[config.mk]
export PLATFORM = sky130hd
export DESIGN_NAME = quadrature_detent_decoder_core_flat
export DESIGN_NICKNAME = d
export VERILOG_FILES = /design/src/design/qdd_pkg.sv /design/src/design/qdd_stream_if.sv /design/src/design/quadrature_detent_decoder_core.sv /design/src/flat_wrapper.sv
export VERILOG_INCLUDE_DIRS = /design/src /design/src/design
export SDC_FILE = /design/constraint.sdc
export NUM_CORES = 1
export LEC_CHECK = 0
export ABC_CLOCK_PERIOD_IN_PS = 2720
export BUFFER_PORTS_ARGS = -buffer_cell sky130_fd_sc_hd__buf_4
export CORE_MARGIN = 4
export CORE_UTILIZATION = 54
export CTS_BUF_LIST = sky130_fd_sc_hd__clkbuf_4 sky130_fd_sc_hd__clkbuf_8
export DETAILED_ROUTE_END_ITERATION = 8
export PLACE_DENSITY = 0.78
export SYNTH_ARGS = -nofsm -noshare
export SYNTH_HDL_FRONTEND = slang
export SYNTH_SLANG_ARGS = --single-unit
[constraint.sdc]
create_clock -name clk -period 2.72 [get_ports clk]
set_input_delay 0.408 -clock clk [delete_from_list [all_inputs] [get_ports clk]]
set_output_delay 0.408 -clock clk [all_outputs]
set_load 0.02 [all_outputs]
[src/design/assert_macros.svh]
// ----------------------------------------------------------------------------
// Assertion macros
// Concurrent assertion wrappers clocked on clk, with and without reset gating.
// ----------------------------------------------------------------------------
`ifndef ASSERT_MACROS_SVH
`define ASSERT_MACROS_SVH

// Check a property on every clock edge outside reset.
`define QDD_ASSERT(lbl, prop, msg) \
  lbl: assert property (@(posedge clk) disable iff (!rst_n) (prop)) else $error(msg);

// Check a property on every clock edge, reset included.
`define QDD_ASSERT_ALWAYS(lbl, prop, msg) \
  lbl: assert property (@(posedge clk) (prop)) else $error(msg);

`endif

[src/design/qdd_pkg.sv]
// ----------------------------------------------------------------------------
// qdd_pkg
// Shared types and codes for the quadrature detent decoder.
// ----------------------------------------------------------------------------
`default_nettype none

package qdd_pkg;

  // Item kind codes
  localparam logic KIND_SAMPLE = 1'b0;
  localparam logic KIND_LOAD   = 1'b1;

  // Fixed payload widths of the channels
  localparam int unsigned POS_W = 32;

  typedef logic signed [POS_W-1:0] pos_t;

endpackage

`default_nettype wire

[src/design/qdd_stream_if.sv]
// ----------------------------------------------------------------------------
// qdd stream interfaces
// Valid/ready channels for sample/load beats in and position beats out.
// ----------------------------------------------------------------------------
`default_nettype none

interface qdd_in_if
  import qdd_pkg::*;
  ();
  logic valid;
  logic ready;
  logic kind;
  logic line_a;
  logic line_b;
  pos_t load_value;

  modport source (output valid, output kind, output line_a, output line_b,
                  output load_value, input ready);
  modport sink   (input valid, input kind, input line_a, input line_b,
                  input load_value, output ready);
endinterface

interface qdd_out_if
  import qdd_pkg::*;
  ();
  logic valid;
  logic ready;
  pos_t position;
  logic moved_up;
  logic moved_down;

  modport source (output valid, output position, output moved_up,
                  output moved_down, input ready);
  modport sink   (input valid, input position, input moved_up,
                  input moved_down, output ready);
endinterface

`default_nettype wire

[src/design/quadrature_detent_decoder_core.sv]
// ----------------------------------------------------------------------------
// quadrature_detent_decoder_core
// Rotary encoder decoder with detent tracking, glitch rejection and preset.
// ----------------------------------------------------------------------------
// Usage:
//   in_ch  : one beat per encoder sample (kind = sample, line_a/line_b) or
//            per preset (kind = load, load_value).
//   out_ch : exactly one beat per input beat: position after the beat and
//            the moved_up / moved_down flags.
//   The phase machine and counter update on the accepting edge and the
//   result lands in the output register.
//   Throughput is one beat per cycle while the receiver keeps up; the
//   output register is the only stage, so in_ch.ready is high whenever
//   that register is empty or is being drained in the same cycle.
//   When the receiver stalls, the result holds and in_ch.ready drops until
//   it is taken; no beat is lost.
//   Reset (rst_n low, synchronous) returns the phase to the idle detent,
//   clears the count and empties the output register.
//   The count is COUNT_WIDTH bits and wraps; position is the count
//   sign-extended or truncated to 32 bits.
// ----------------------------------------------------------------------------
`default_nettype none

`include "assert_macros.svh"

module quadrature_detent_decoder_core
  import qdd_pkg::*;
#(
  parameter int unsigned COUNT_WIDTH = 32
) (
  input  wire       clk,
  input  wire       rst_n,
  qdd_in_if.sink    in_ch,
  qdd_out_if.source out_ch
);

  localparam logic [2:0] PH_IDLE = 3'd0;
  localparam logic [2:0] PH_CW1  = 3'd1;
  localparam logic [2:0] PH_CW2  = 3'd2;
  localparam logic [2:0] PH_CW3  = 3'd3;
  localparam logic [2:0] PH_CCW1 = 3'd4;
  localparam logic [2:0] PH_CCW2 = 3'd5;
  localparam logic [2:0] PH_CCW3 = 3'd6;

  typedef logic signed [COUNT_WIDTH-1:0] count_t;

  logic [2:0] phase_r, phase_nxt;
  count_t     count_r, count_nxt;
  logic       up_nxt, down_nxt;

  logic       out_valid_r;
  pos_t       position_r;
  logic       moved_up_r, moved_down_r;

  logic       in_acc;
  logic       a, b;

  assign in_ch.ready = !out_valid_r || out_ch.ready;
  assign in_acc      = in_ch.valid && in_ch.ready;
  assign a           = in_ch.line_a;
  assign b           = in_ch.line_b;

  always_comb begin
    phase_nxt = phase_r;
    count_nxt = count_r;
    up_nxt    = 1'b0;
    down_nxt  = 1'b0;
    if (in_ch.kind == KIND_LOAD) begin
      count_nxt = COUNT_WIDTH'(in_ch.load_value);
    end else begin
      case (phase_r)
        PH_CW1: begin
          if (!b) begin
            if (!a) begin
              count_nxt = count_r + COUNT_WIDTH'(1);
              up_nxt    = 1'b1;
              phase_nxt = PH_CW2;
            end
          end else if (a) begin
            // first line back high before the second fell: glitch
            phase_nxt = PH_IDLE;
          end
        end
        PH_CW2: begin
          if (b) phase_nxt = PH_CW3;
        end
        PH_CW3: begin
          if (a) phase_nxt = PH_IDLE;
        end
        PH_CCW1: begin
          if (!a) begin
            if (!b) begin
              count_nxt = count_r - COUNT_WIDTH'(1);
              down_nxt  = 1'b1;
              phase_nxt = PH_CCW2;
            end
          end else if (b) begin
            phase_nxt = PH_IDLE;
          end
        end
        PH_CCW2: begin
          if (a) phase_nxt = PH_CCW3;
        end
        PH_CCW3: begin
          if (b) phase_nxt = PH_IDLE;
        end
        default: begin
          // A falling wins over B falling at the detent
          if (!a) begin
            phase_nxt = PH_CCW1;
          end else if (!b) begin
            phase_nxt = PH_CW1;
          end else begin
            phase_nxt = PH_IDLE;
          end
        end
      endcase
    end
  end

  always_ff @(posedge clk) begin
    if (!rst_n) begin
      phase_r     <= PH_IDLE;
      count_r     <= '0;
      out_valid_r <= 1'b0;
    end else begin
      if (in_acc) begin
        phase_r     <= phase_nxt;
        count_r     <= count_nxt;
        out_valid_r <= 1'b1;
      end else if (out_ch.ready) begin
        out_valid_r <= 1'b0;
      end
    end
  end

  // Payload: load on each accepted beat, hold otherwise
  always_ff @(posedge clk) begin
    if (in_acc) begin
      position_r   <= POS_W'(count_nxt);
      moved_up_r   <= up_nxt;
      moved_down_r <= down_nxt;
    end
  end

  assign out_ch.valid      = out_valid_r;
  assign out_ch.position   = position_r;
  assign out_ch.moved_up   = moved_up_r;
  assign out_ch.moved_down = moved_down_r;

  `QDD_ASSERT(a_no_both_moves, out_valid_r |-> !(moved_up_r && moved_down_r),
              "result flags both up and down")
  `QDD_ASSERT(a_load_keeps_phase, (in_acc && in_ch.kind == KIND_LOAD) |=> $stable(phase_r),
              "load beat changed the decode phase")
  `QDD_ASSERT(a_up_counts, (in_acc && up_nxt) |=> count_r == $past(count_r) + COUNT_WIDTH'(1),
              "up move did not increment the count")
  `QDD_ASSERT(a_down_from_ccw1, (in_acc && down_nxt) |-> phase_r == PH_CCW1,
              "down move outside the first counter-clockwise phase")
  `QDD_ASSERT(a_stall_blocks_input, (out_valid_r && !out_ch.ready) |-> !in_ch.ready,
              "input taken while result is stalled")

endmodule

`default_nettype wire

[src/flat_wrapper.sv]
// flat-port wrapper written by rule: the top's interface ports become plain ports
module quadrature_detent_decoder_core_flat import qdd_pkg::*;
#(
  parameter int unsigned COUNT_WIDTH = 32
)
  (clk, rst_n, in_ch_valid, in_ch_kind, in_ch_line_a, in_ch_line_b, in_ch_load_value, in_ch_ready, out_ch_valid, out_ch_position, out_ch_moved_up, out_ch_moved_down, out_ch_ready);
  qdd_in_if in_ch_i ();
  qdd_out_if out_ch_i ();
  input  wire clk;
  input  wire rst_n;
  input wire logic [$bits(in_ch_i.valid)-1:0] in_ch_valid;
  input wire logic [$bits(in_ch_i.kind)-1:0] in_ch_kind;
  input wire logic [$bits(in_ch_i.line_a)-1:0] in_ch_line_a;
  input wire logic [$bits(in_ch_i.line_b)-1:0] in_ch_line_b;
  input wire logic [$bits(in_ch_i.load_value)-1:0] in_ch_load_value;
  output wire logic [$bits(in_ch_i.ready)-1:0] in_ch_ready;
  output wire logic [$bits(out_ch_i.valid)-1:0] out_ch_valid;
  output wire logic [$bits(out_ch_i.position)-1:0] out_ch_position;
  output wire logic [$bits(out_ch_i.moved_up)-1:0] out_ch_moved_up;
  output wire logic [$bits(out_ch_i.moved_down)-1:0] out_ch_moved_down;
  input wire logic [$bits(out_ch_i.ready)-1:0] out_ch_ready;
  assign in_ch_i.valid = in_ch_valid;
  assign in_ch_i.kind = in_ch_kind;
  assign in_ch_i.line_a = in_ch_line_a;
  assign in_ch_i.line_b = in_ch_line_b;
  assign in_ch_i.load_value = in_ch_load_value;
  assign in_ch_ready = in_ch_i.ready;
  assign out_ch_valid = out_ch_i.valid;
  assign out_ch_position = out_ch_i.position;
  assign out_ch_moved_up = out_ch_i.moved_up;
  assign out_ch_moved_down = out_ch_i.moved_down;
  assign out_ch_i.ready = out_ch_ready;
  quadrature_detent_decoder_core #(.COUNT_WIDTH(COUNT_WIDTH)) u_core (.clk(clk), .rst_n(rst_n), .in_ch(in_ch_i), .out_ch(out_ch_i));
endmodule
==> impl_metrics.yaml, run 1 <==
floorplan:
  die_x_um: 103.1
  fp-row-count: 34
  io_pins: 75
  die_area_mm2: 0.01063
  die_y_um: 103.1
  start_util_pct: 55.71
  core_mm2: 0.008763
clocking:
  cts_hold_buffers: 0
  cts_tree: "done"
  clkTransAtPathRegs_ns: 0.07
  cts.sinks: 70
  cts_max_level: 3
  cts.repair.resized: 0
  root_buffer: "clkbuf_8"
  cts_max_path_buffers: 2
  cts_setup_buffers: 0
  numCtsBuffers: 9
  insertion_delay_ns: 0.35
place:
  place_area_mm2: 0.005545
  dpl.hpwl_um: 10460
  port_buffers: 74
  gp_congestion: 0.9404
  dp.cells: 766
logic_synthesis:
  yosysTopAreaCell: "edfxtp_1"
  post_synth_num_cell_types: 61
  synthTopCellsByArea: "edfxtp_1 21%, dfxtp_1 15%, nand2_1 5.5%, nor2_1 4.3%, nand3_1 3.5%"
  syn_nets: 652
  avgSynthCellArea_um2: 7.990
  async_flop_share_pct: 0
  seq_area_frac_synth_pct: 35.67
  synth_top_cell_area_share_pct: 20.91
  ys_seq_elements: 70
  synth_cells: 611
  synth_edf_count: 34
  ys.flop_type: "dfxtp_1"
  syn_area_mm2: 0.004882
  ys_warn_count: 0
final_layout:
  multiInputGateArea_mm2: 0.002878
  finalInstanceArea_mm2: 0.005762
  fin_cells: 782
  area.sequential_mm2: 0.001742
  fillCellCount: 763
  synthToLayoutAreaGrowth_pct: 18.02
  antenna_cells: 0
  nets: 710
  layout_common_cells: "101 x buf_4, 72 x nand2_1, 56 x nor2_1, 36 x dfxtp_1"
  final_common_cell: "buf_4"
  layout-drive-gt1-share_pct: 21.22
worst_hold_path:
  hp-class: "input port to register"
sta:
  max-slew-margin-rel_pct: 58.07
  setup_tns_ns: 0
  tightest_slew_ns: 0.6233
  finClkSkew_ns: 0.01032
  min_period_ns: 2.477
  setup_viol: 0
  min_period_over_period_pct: 91.08
  rsz0062_at_grt: "false"
  hold_viol_final: 0
  drv_slew: 0
  clock.fmax_mhz: 403.7
grt:
  top_usage_layer: "met2"
  grt_max_degree: 52
  first_global_vias: 4743
  grt.total_usage_pct: 28.69
  grt_overflow: 0
  antenna_found_initial: 0
  gr-usage-met1_pct: 40.94
  met2_usage_pct: 44.94
  grt_pass1_wl_um: 23830
  globalRouteMet3Util_pct: 3.721
route:
  viasPerCell: 6.573
  drtAntennaViolNets: 0
  routedWlPerCell_um: 19.08
  drc_errors: 0
  drt_wl_total_um: 14920
  drt_iter0_drc: 354
  vias: 5140
  first_pass_iters: 8
setup_path:
  endpoint_kind: "register"
  critical_path_class: "register to register"
  worstPathRequired_ns: 2.84
  start_kind: "register"
  path_max_fanout: 14
  cp.arrival_ns: 2.59
power_and_ir_drop:
  swShare_pct: 31.26
  leakagePower_nw: 2.110
  pwr-share-comb_pct: 21.3
  powerDensity_mw_per_mm2: 479.5
  p_switching_uw: 863.7
  clkPwrFrac_pct: 32.8
  max-vdd-ir-drop_mv: 0.2571
  intPower_mw: 1.899
  seqPwrFrac_pct: 45.9
run_status:
  run_status: "finished, final reports clean"
run:
  drv_cap: 0
## path summary, 6_finish.rpt
kind | start | end | slack (ns) | cells past startpoint
setup / recovery | u_core.phase_r[0]$_SDFFE_PN0P_ | u_core.out_ch.position[27]$_DFFE_PP_ | 0.24 | 6
hold / removal | in_ch_valid | u_core.out_ch.valid$_SDFFE_PN0P_ | 0.32 | 3
setup reg to reg | u_core.phase_r[0]$_SDFFE_PN0P_ | u_core.out_ch.position[27]$_DFFE_PP_ | 0.24 | 6
hold reg to reg | u_core.out_ch.valid$_SDFFE_PN0P_ | u_core.out_ch.valid$_SDFFE_PN0P_ | 0.59 | 2
## cell usage after synthesis (3+ instances only)
master    instances
or3b_2            3
nor4_4            4
nand4_1          23
nand4b_1          4
nor2_1           56
a211o_1           4
edfxtp_1         34
o22ai_1           4
xnor2_1           7
o21a_1            3
o211ai_1         12
buf_2             9
clkbuf_1         42
or3_1            13
a21boi_0          5
and3_1            8
o21ai_0          33
a221o_1           4
or4_1             6
nand3_1          34
xor2_1            5
and4_1           15
o32ai_1           4
nor2b_1           3
inv_1            10
o31ai_1           4
a21oi_1          30
or4b_2            6
dfxtp_1          36
or2_2             7
nor4_1           18
a31oi_1          25
nor3_1           24
o31a_1            7
nand2_1          72
## worst max-delay path, cell delays in order, from the launching register on
cell and delay [ns]:
dfxtp_1 0.61, nor4b_4 0.37, nand4_1 0.13, buf_4 0.19, nor3_1 0.43, a31oi_1 0.15, o311ai_0 0.37
## cell type report
class / instances / area share (%)
clock inverters: 5 / 0.9772
flip-flops and latches: 70 / 30.23
clock buffers: 11 / 2.628
repair buffers: 101 / 13.16
multi-input cells: 476 / 49.95
inverters: 11 / 0.7166
well taps: 108 / 2.345
## state kept, by name (all words and copies together) (netlist names)
name                      flops
u_core.out_ch.moved_up        1
u_core.out_ch.valid           1
u_core.out_ch.moved_down      1
u_core.out_ch.position       32
u_core.count_r               32
u_core.phase_r                3
## logic make-up after synthesis
kind of cell / after synthesis / share of synthesized area [%]
AO/OA/AOI/OAI: 149 / 19.86
XOR/XNOR: 12 / 2.153
adder cells (fa/ha/maj): 2 / 0.5125
buffers and inverters: 65 / 5.561
flip-flops: 70 / 35.67
multiplexers: 2 / 0.4101
AND/OR/NAND/NOR: 311 / 35.83
## routing by layer
metal / part of all wire [%] / vias up
met3: 9.6 / 19
met1: 43 / 2396
met5: 0 / -
met4: 1.5 / 0
li1: - / 2436
met2: 46 / 289
## power groups by stage
stage / Combinational (mW) / Sequential (mW) / Clock (mW)
6_report: 0.589 / 1.27 / 0.905
5_1_grt: 0.644 / 1.28 / 0.958
4_1_cts: 0.584 / 1.26 / 0.908
3_5_place_dp: 0.581 / 1.29 / 0
3_3_place_gp: 0.569 / 1.28 / 0
2_1_floorplan: 0.347 / 1.29 / 0
## stage by stage
step,hold WS [ns],utilization (%),power [mW],setup slack (ns)
floorplan,0.5375,-,1.637,0.5280
detailed placement,0.5689,63.28,1.869,0.2808
finish,0.3246,65.75,2.763,0.2426
global route,0.3354,65.75,2.878,0.02041
CTS,0.3237,65.65,2.757,0.1916
global placement,0.5593,63.28,1.853,0.3111
(Power assumes the default switching activity.)
==> run 2: changes to the inputs <==
--- a/config.mk
+++ b/config.mk
@@ -8,6 +8,7 @@
 export LEC_CHECK = 0
 export ABC_CLOCK_PERIOD_IN_PS = 2720
 export BUFFER_PORTS_ARGS = -buffer_cell sky130_fd_sc_hd__buf_4
+export CORE_ASPECT_RATIO = 2
 export CORE_MARGIN = 4
 export CORE_UTILIZATION = 54
 export CTS_BUF_LIST = sky130_fd_sc_hd__clkbuf_4 sky130_fd_sc_hd__clkbuf_8
==> run 2 against run 1 <==
Worst hold slack worse by 0.021 ns; fmax rose by 0.18%; clock skew increased by 0.0069 ns; die area increased by 0.87%; sequential power about the same; register-to-register slack is essentially flat; power about the same; global-route usage increased by 2.3 points; sequential share of layout area about the same; wire length is 7.5% higher; sequential cell count did not move; combinational power is essentially flat; critical path type unchanged.
==> impl_metrics.yaml, run 2 (synthesis results as in run 1) <==
run_status:
  run_status: "finished, final reports clean"
setup_path:
  critical_path_class: "register to register"
  crit_chain: "inv_1 -> ha_1 -> or3b_2 -> nor4_4 -> a21oi_1 -> or4_1 -> a31oi_1"
  cp_top_family: "simple AND/OR/NAND/NOR gates"
  rrSetupSlack_ns: 0.25
  critPathBufInv: 1
  ff2ff_path_depth: 7
  worstPathRequired_ns: 3.02
  path_max_fanout: 7
  worstReg2RegEnd: "u_core.count_r[8]$_SDFFE_PN0P_"
  endpoint_kind: "register"
  worst_path_max_delay_cell: "or3b_2"
  max_stage_delay_ns: 0.55
  r2r_start: "u_core.count_r[1]$_SDFFE_PN0P_"
  cp.arrival_ns: 2.78
  start_kind: "register"
clocking:
  cts_max_level: 3
  cts.repair.resized: 0
  cts_hold_buffers: 0
  cts_tree: "done"
  numCtsBuffers: 9
  cts.sinks: 70
  insertion_delay_ns: 0.38
  root_buffer: "clkbuf_8"
  cts_setup_buffers: 0
  clkTransAtPathRegs_ns: 0.09
  cts_max_path_buffers: 2
route:
  drc_errors: 0
  first_pass_iters: 7
  vias: 5177
  drt_iter0_drc: 363
  drt_wl_total_um: 16040
  drtAntennaViolNets: 0
  viasPerCell: 6.671
  routedWlPerCell_um: 20.67
floorplan:
  start_util_pct: 56.06
  die_x_um: 75.24
  fp-row-count: 48
  io_pins: 75
  core_mm2: 0.008708
  die_area_mm2: 0.01072
  die_y_um: 142.5
final_layout:
  finalInstanceArea_mm2: 0.005754
  nets: 712
  antenna_cells: 0
  synthToLayoutAreaGrowth_pct: 17.86
  final_common_cell: "buf_4"
  layout_common_cells: "103 x buf_4, 72 x nand2_1, 56 x nor2_1, 36 x dfxtp_1"
  layout-drive-gt1-share_pct: 21.45
worst_hold_path:
  hold_start: "in_ch_valid"
  hp-class: "input port to register"
  whs_path_depth: 3
  holdPathEnd: "u_core.out_ch.valid$_SDFFE_PN0P_"
power_and_ir_drop:
  p_total_mw: 2.763
  leakagePower_nw: 2.111
  max-vdd-ir-drop_mv: 0.3170
  powerDensity_mw_per_mm2: 480.2
place:
  port_buffers: 74
  dpl.hpwl_um: 11840
  place_area_mm2: 0.005550
  gp_congestion: 0.9204
grt:
  grt.total_usage_pct: 30.96
  grt_max_degree: 43
  antenna_found_initial: 0
  grt_pass1_wl_um: 25270
  first_global_vias: 5135
  grt_overflow: 0
sta:
  finClkSkew_ns: 0.01719
  clock.fmax_mhz: 404.4
  drv_slew: 0
  setup_viol: 0
  min_period_ns: 2.473
  setup_tns_ns: 0
  min_period_over_period_pct: 90.92
  tightest_slew_ns: 0.7539
  hold_viol_final: 0
  rsz0062_at_grt: "false"
  max-slew-margin-rel_pct: 49.36
run:
  drv_cap: 0
[run 2: changes by cell type in the layout (fill, tap and decap cells not counted)]
| cell | change |
|---|---|
| clkinv_2 | -2 |
| nor4b_2 | +1 |
| inv_6 | +1 |
| clkbuf_8 | -2 |
| clkinv_4 | +2 |
| clkinvlp_4 | +1 |
| buf_4 | +2 |
| nor4b_4 | -1 |
[run 2: per-layer routing]
| metal | routed length, µm | share of wire [%] | vias up | global-route usage (%) |
|---|---|---|---|---|
| li1 | - | - | 2443 | - |
| met1 | 5662 | 35 | 2454 | 31.84 |
| met2 | 8776 | 55 | 206 | 56.95 |
| met3 | 697 | 4.3 | 74 | 5.233 |
| met4 | 902 | 5.6 | 0 | 16.22 |
| met5 | 0 | 0 | - | 0 |
[run 2: through the flow]
| step | utilization, % | setup WS (ns) | hold WS, ns | cells |
|---|---|---|---|---|
| 2_1_floorplan | - | 0.5280 | 0.5375 | 611 |
| 3_3_place_gp | 63.74 | 0.1965 | 0.5710 | 760 |
| 3_5_place_dp | 63.74 | 0.1992 | 0.5876 | 760 |
| 4_1_cts | 66.08 | 0.2574 | 0.2943 | 776 |
| 5_1_grt | 66.08 | 0.08603 | 0.3062 | 776 |
| 6_report | 66.08 | 0.2470 | 0.3035 | 776 |
[run 2: worst min-delay path, delay by kind of cell]
family | cells | cell delay (ns)
buf+inv | 2 | 0.17
compound gates | 1 | 0.05
[run 2: worst max-delay path by stage]
stage	slack, ns	start	depth (start not counted)	end
2_1_floorplan	0.53	out_ch_ready	7	u_core.count_r[4]$_SDFFE_PN0P_
3_3_place_gp	0.20	in_ch_line_a	6	u_core.out_ch.position[24]$_DFFE_PP_
3_5_place_dp	0.20	in_ch_line_a	6	u_core.out_ch.position[24]$_DFFE_PP_
4_1_cts	0.26	u_core.count_r[1]$_SDFFE_PN0P_	7	u_core.count_r[8]$_SDFFE_PN0P_
5_1_grt	0.09	u_core.count_r[1]$_SDFFE_PN0P_	7	u_core.count_r[8]$_SDFFE_PN0P_
6_report	0.25	u_core.count_r[1]$_SDFFE_PN0P_	7	u_core.count_r[8]$_SDFFE_PN0P_
[run 2: power breakdown]
| group | internal (mW) | total [mW] | leakage, nW | switching [mW] |
|---|---|---|---|---|
| logic | 0.237 | 0.589 | 1.38 | 0.351 |
| registers | 1.18 | 1.27 | 0.634 | 0.0855 |
| clock network | 0.433 | 0.905 | 0.0964 | 0.472 |
[run 2: layout make-up]
type	instances	area, µm²
Fill cell	787	2954
Multi-Input combinational cell	476	2869
Sequential cell	70	1742
Timing Repair Buffer	103	773.2
Tap cell	100	125.1
Clock buffer	9	123.9
Clock inverter	7	80.08
Inverter	11	41.29
==> run 3: changes to the inputs <==
--- a/config.mk
+++ b/config.mk
@@ -6,10 +6,9 @@
 export SDC_FILE = /design/constraint.sdc
 export NUM_CORES = 1
 export LEC_CHECK = 0
-export ABC_CLOCK_PERIOD_IN_PS = 2720
+export ABC_CLOCK_PERIOD_IN_PS = 2000
 export BUFFER_PORTS_ARGS = -buffer_cell sky130_fd_sc_hd__buf_4
 export CORE_ASPECT_RATIO = 2
-export CORE_MARGIN = 4
 export CORE_UTILIZATION = 54
 export CTS_BUF_LIST = sky130_fd_sc_hd__clkbuf_4 sky130_fd_sc_hd__clkbuf_8
 export DETAILED_ROUTE_END_ITERATION = 8
==> constraint.sdc (replaced) <==
create_clock -name clk -period 2 [get_ports clk]
set_input_delay 0.3 -clock clk [delete_from_list [all_inputs] [get_ports clk]]
set_output_delay 0.3 -clock clk [all_outputs]
set_load 0.02 [all_outputs]
==> run 3 against run 2 <==
The flow now finishes with violations (negative setup slack); setup slack worse by 0.30 ns; sequential power up 35%; wire length up 16%; clock power rose by 29%; critical path depth stayed put; register-to-register slack worse by 0.30 ns; via count rose by 13%; clock-buffer cell count up 1; largest cell class unchanged.
==> impl_metrics.yaml, run 3 (synthesis results as in run 1) <==
power_and_ir_drop:
  intPower_mw: 2.685
  p_switching_mw: 1.309
  leakagePower_nw: 2.835
  seqPwrFrac_pct: 42.8
  powerDensity_mw_per_mm2: 559.4
  max-vdd-ir-drop_mv: 0.4480
  swShare_pct: 32.77
  pwr-share-comb_pct: 27.9
  clkPwrFrac_pct: 29.3
sta:
  max-slew-margin-rel_pct: 69.06
  finClkSkew_ns: 0.008464
  hold_viol_final: 0
  setup_viol: 7
  drv_slew: 0
  min_period_over_period_pct: 102.6
  clock.fmax_mhz: 487.3
  whs_ns: 0.2086
  tightest_slew_ns: 0.4583
  setup_tns_ns: -0.1916
  rsz0062_at_grt: "true"
  setup_slack_ns: -0.05194
  min_period_ns: 2.052
floorplan:
  die_y_um: 136.5
  start_util_pct: 56.06
  io_pins: 75
  die_area_mm2: 0.009449
  die_x_um: 69.24
  fp-row-count: 48
  core_mm2: 0.008708
grt:
  grt_max_degree: 70
  antenna_found_initial: 0
  grt.total_usage_pct: 37.94
  grt_overflow: 0
  grt_pass1_wl_um: 27650
  first_global_vias: 5789
setup_path:
  max_stage_delay_ns: 0.39
  path_max_fanout: 15
  critical_path_class: "register to register"
  start_kind: "register"
  worstPathRequired_ns: 2.11
  worst_path_max_delay_cell: "nor4_2"
  crit_chain: "nor4_4 -> buf_4 -> nand4_4 -> buf_12 -> nor4_2 -> or4b_4 -> o211ai_1"
  cp.arrival_ns: 2.16
  endpoint_kind: "register"
run:
  drv_cap: 0
final_layout:
  antenna_cells: 0
  synthToLayoutAreaGrowth_pct: 46.26
  layout_common_cells: "210 x buf_4, 72 x nand2_1, 55 x nor2_1, 34 x edfxtp_1"
  final_common_cell: "buf_4"
  fillCellCount: 556
  nets: 831
  layout-drive-gt1-share_pct: 41.89
worst_hold_path:
  hp-class: "input port to register"
clocking:
  numCtsBuffers: 9
  cts_hold_buffers: 0
  insertion_delay_ns: 0.37
  cts.sinks: 70
  root_buffer: "clkbuf_8"
  clkTransAtPathRegs_ns: 0.08
  cts_tree: "done"
  cts_max_path_buffers: 2
  cts_max_level: 3
route:
  drc_errors: 0
  drt_iter0_drc: 491
  routedWlPerCell_um: 20.71
  vias: 5860
  drt_wl_total_um: 18530
  first_pass_iters: 5
  viasPerCell: 6.547
  drtAntennaViolNets: 0
place:
  port_buffers: 74
  dpl.hpwl_um: 13380
  gp_congestion: 1.007
run_status:
  run_status: "finished, violations left"
  failed_checks: "negative setup slack"
==> run 3: worst paths after layout <==
check                                       from                                    to  slack, ns  cells past startpoint
hold / removal                       in_ch_valid      u_core.out_ch.valid$_SDFFE_PN0P_       0.21                      3
setup reg to reg  u_core.count_r[7]$_SDFFE_PN0P_  u_core.out_ch.position[23]$_DFFE_PP_      -0.05                      7
setup / recovery  u_core.count_r[7]$_SDFFE_PN0P_  u_core.out_ch.position[23]$_DFFE_PP_      -0.05                      7
hold reg to reg   u_core.phase_r[1]$_SDFFE_PN0P_        u_core.phase_r[1]$_SDFFE_PN0P_       0.56                      2
==> run 3: metrics by stage <==
step / util, % / std cells / total power, mW / area, µm² / setup slack [ns]
after floorplan: - / 611 / 2.239 / 4932 / -0.01512
after global placement: 73.55 / 864 / 2.680 / 6405 / -0.2560
after detailed placement: 73.55 / 864 / 2.709 / 6405 / -0.3034
after CTS: 78.28 / 884 / 3.892 / 6817 / -0.02005
after global routing: 82.00 / 895 / 4.126 / 7141 / -0.1169
final: 82.00 / 895 / 3.994 / 7141 / -0.05194
==> run 3: timing repair <==
action	CTS	global route
gates resized for setup	48	57
buffers inserted	4	11
pin swaps	14	25
setup endpoints to repair	44	42
==> run 3: area by class of cell <==
type | count | area, µm² | area share (%)
Multi-Input combinational cell | 476 | 3251 | 45.52
Sequential cell | 70 | 1792 | 25.09
Timing Repair Buffer | 222 | 1738 | 24.34
Clock buffer | 10 | 131.4 | 1.840
Tap cell | 100 | 125.1 | 1.752
Clock inverter | 6 | 62.56 | 0.8761
Inverter | 11 | 41.29 | 0.5782
==> run 3: worst max-delay path: cells and delay by family, from the launching register on <==
family | cells | cell delay [ns]
AOI/OAI and AO/OA | 1 | 0.08
DFF | 1 | 0.37
and+or+nand+nor | 4 | 0.98
buffers and inverters | 2 | 0.35
==> run 3: routing by layer <==
layer | share of wire, % | GRT usage, % | routed length (µm) | up-vias
met2 | 54 | 71.57 | 9989 | 295
met3 | 5.1 | 6.227 | 938 | 101
li1 | - | - | - | 2689
met1 | 34 | 35.84 | 6283 | 2775
met4 | 7.1 | 28.57 | 1321 | 0
met5 | 0 | 0 | 0 | -
==> run 3: power groups by stage <==
| stage | sequential [mW] | combinational (mW) | clock [mW] |
|---|---|---|---|
| 2_1_floorplan | 1.75 | 0.485 | 0 |
| 3_3_place_gp | 1.73 | 0.954 | 0 |
| 3_5_place_dp | 1.73 | 0.978 | 0 |
| 4_1_cts | 1.70 | 1.02 | 1.17 |
| 5_1_grt | 1.72 | 1.18 | 1.23 |
| 6_report | 1.71 | 1.11 | 1.17 |
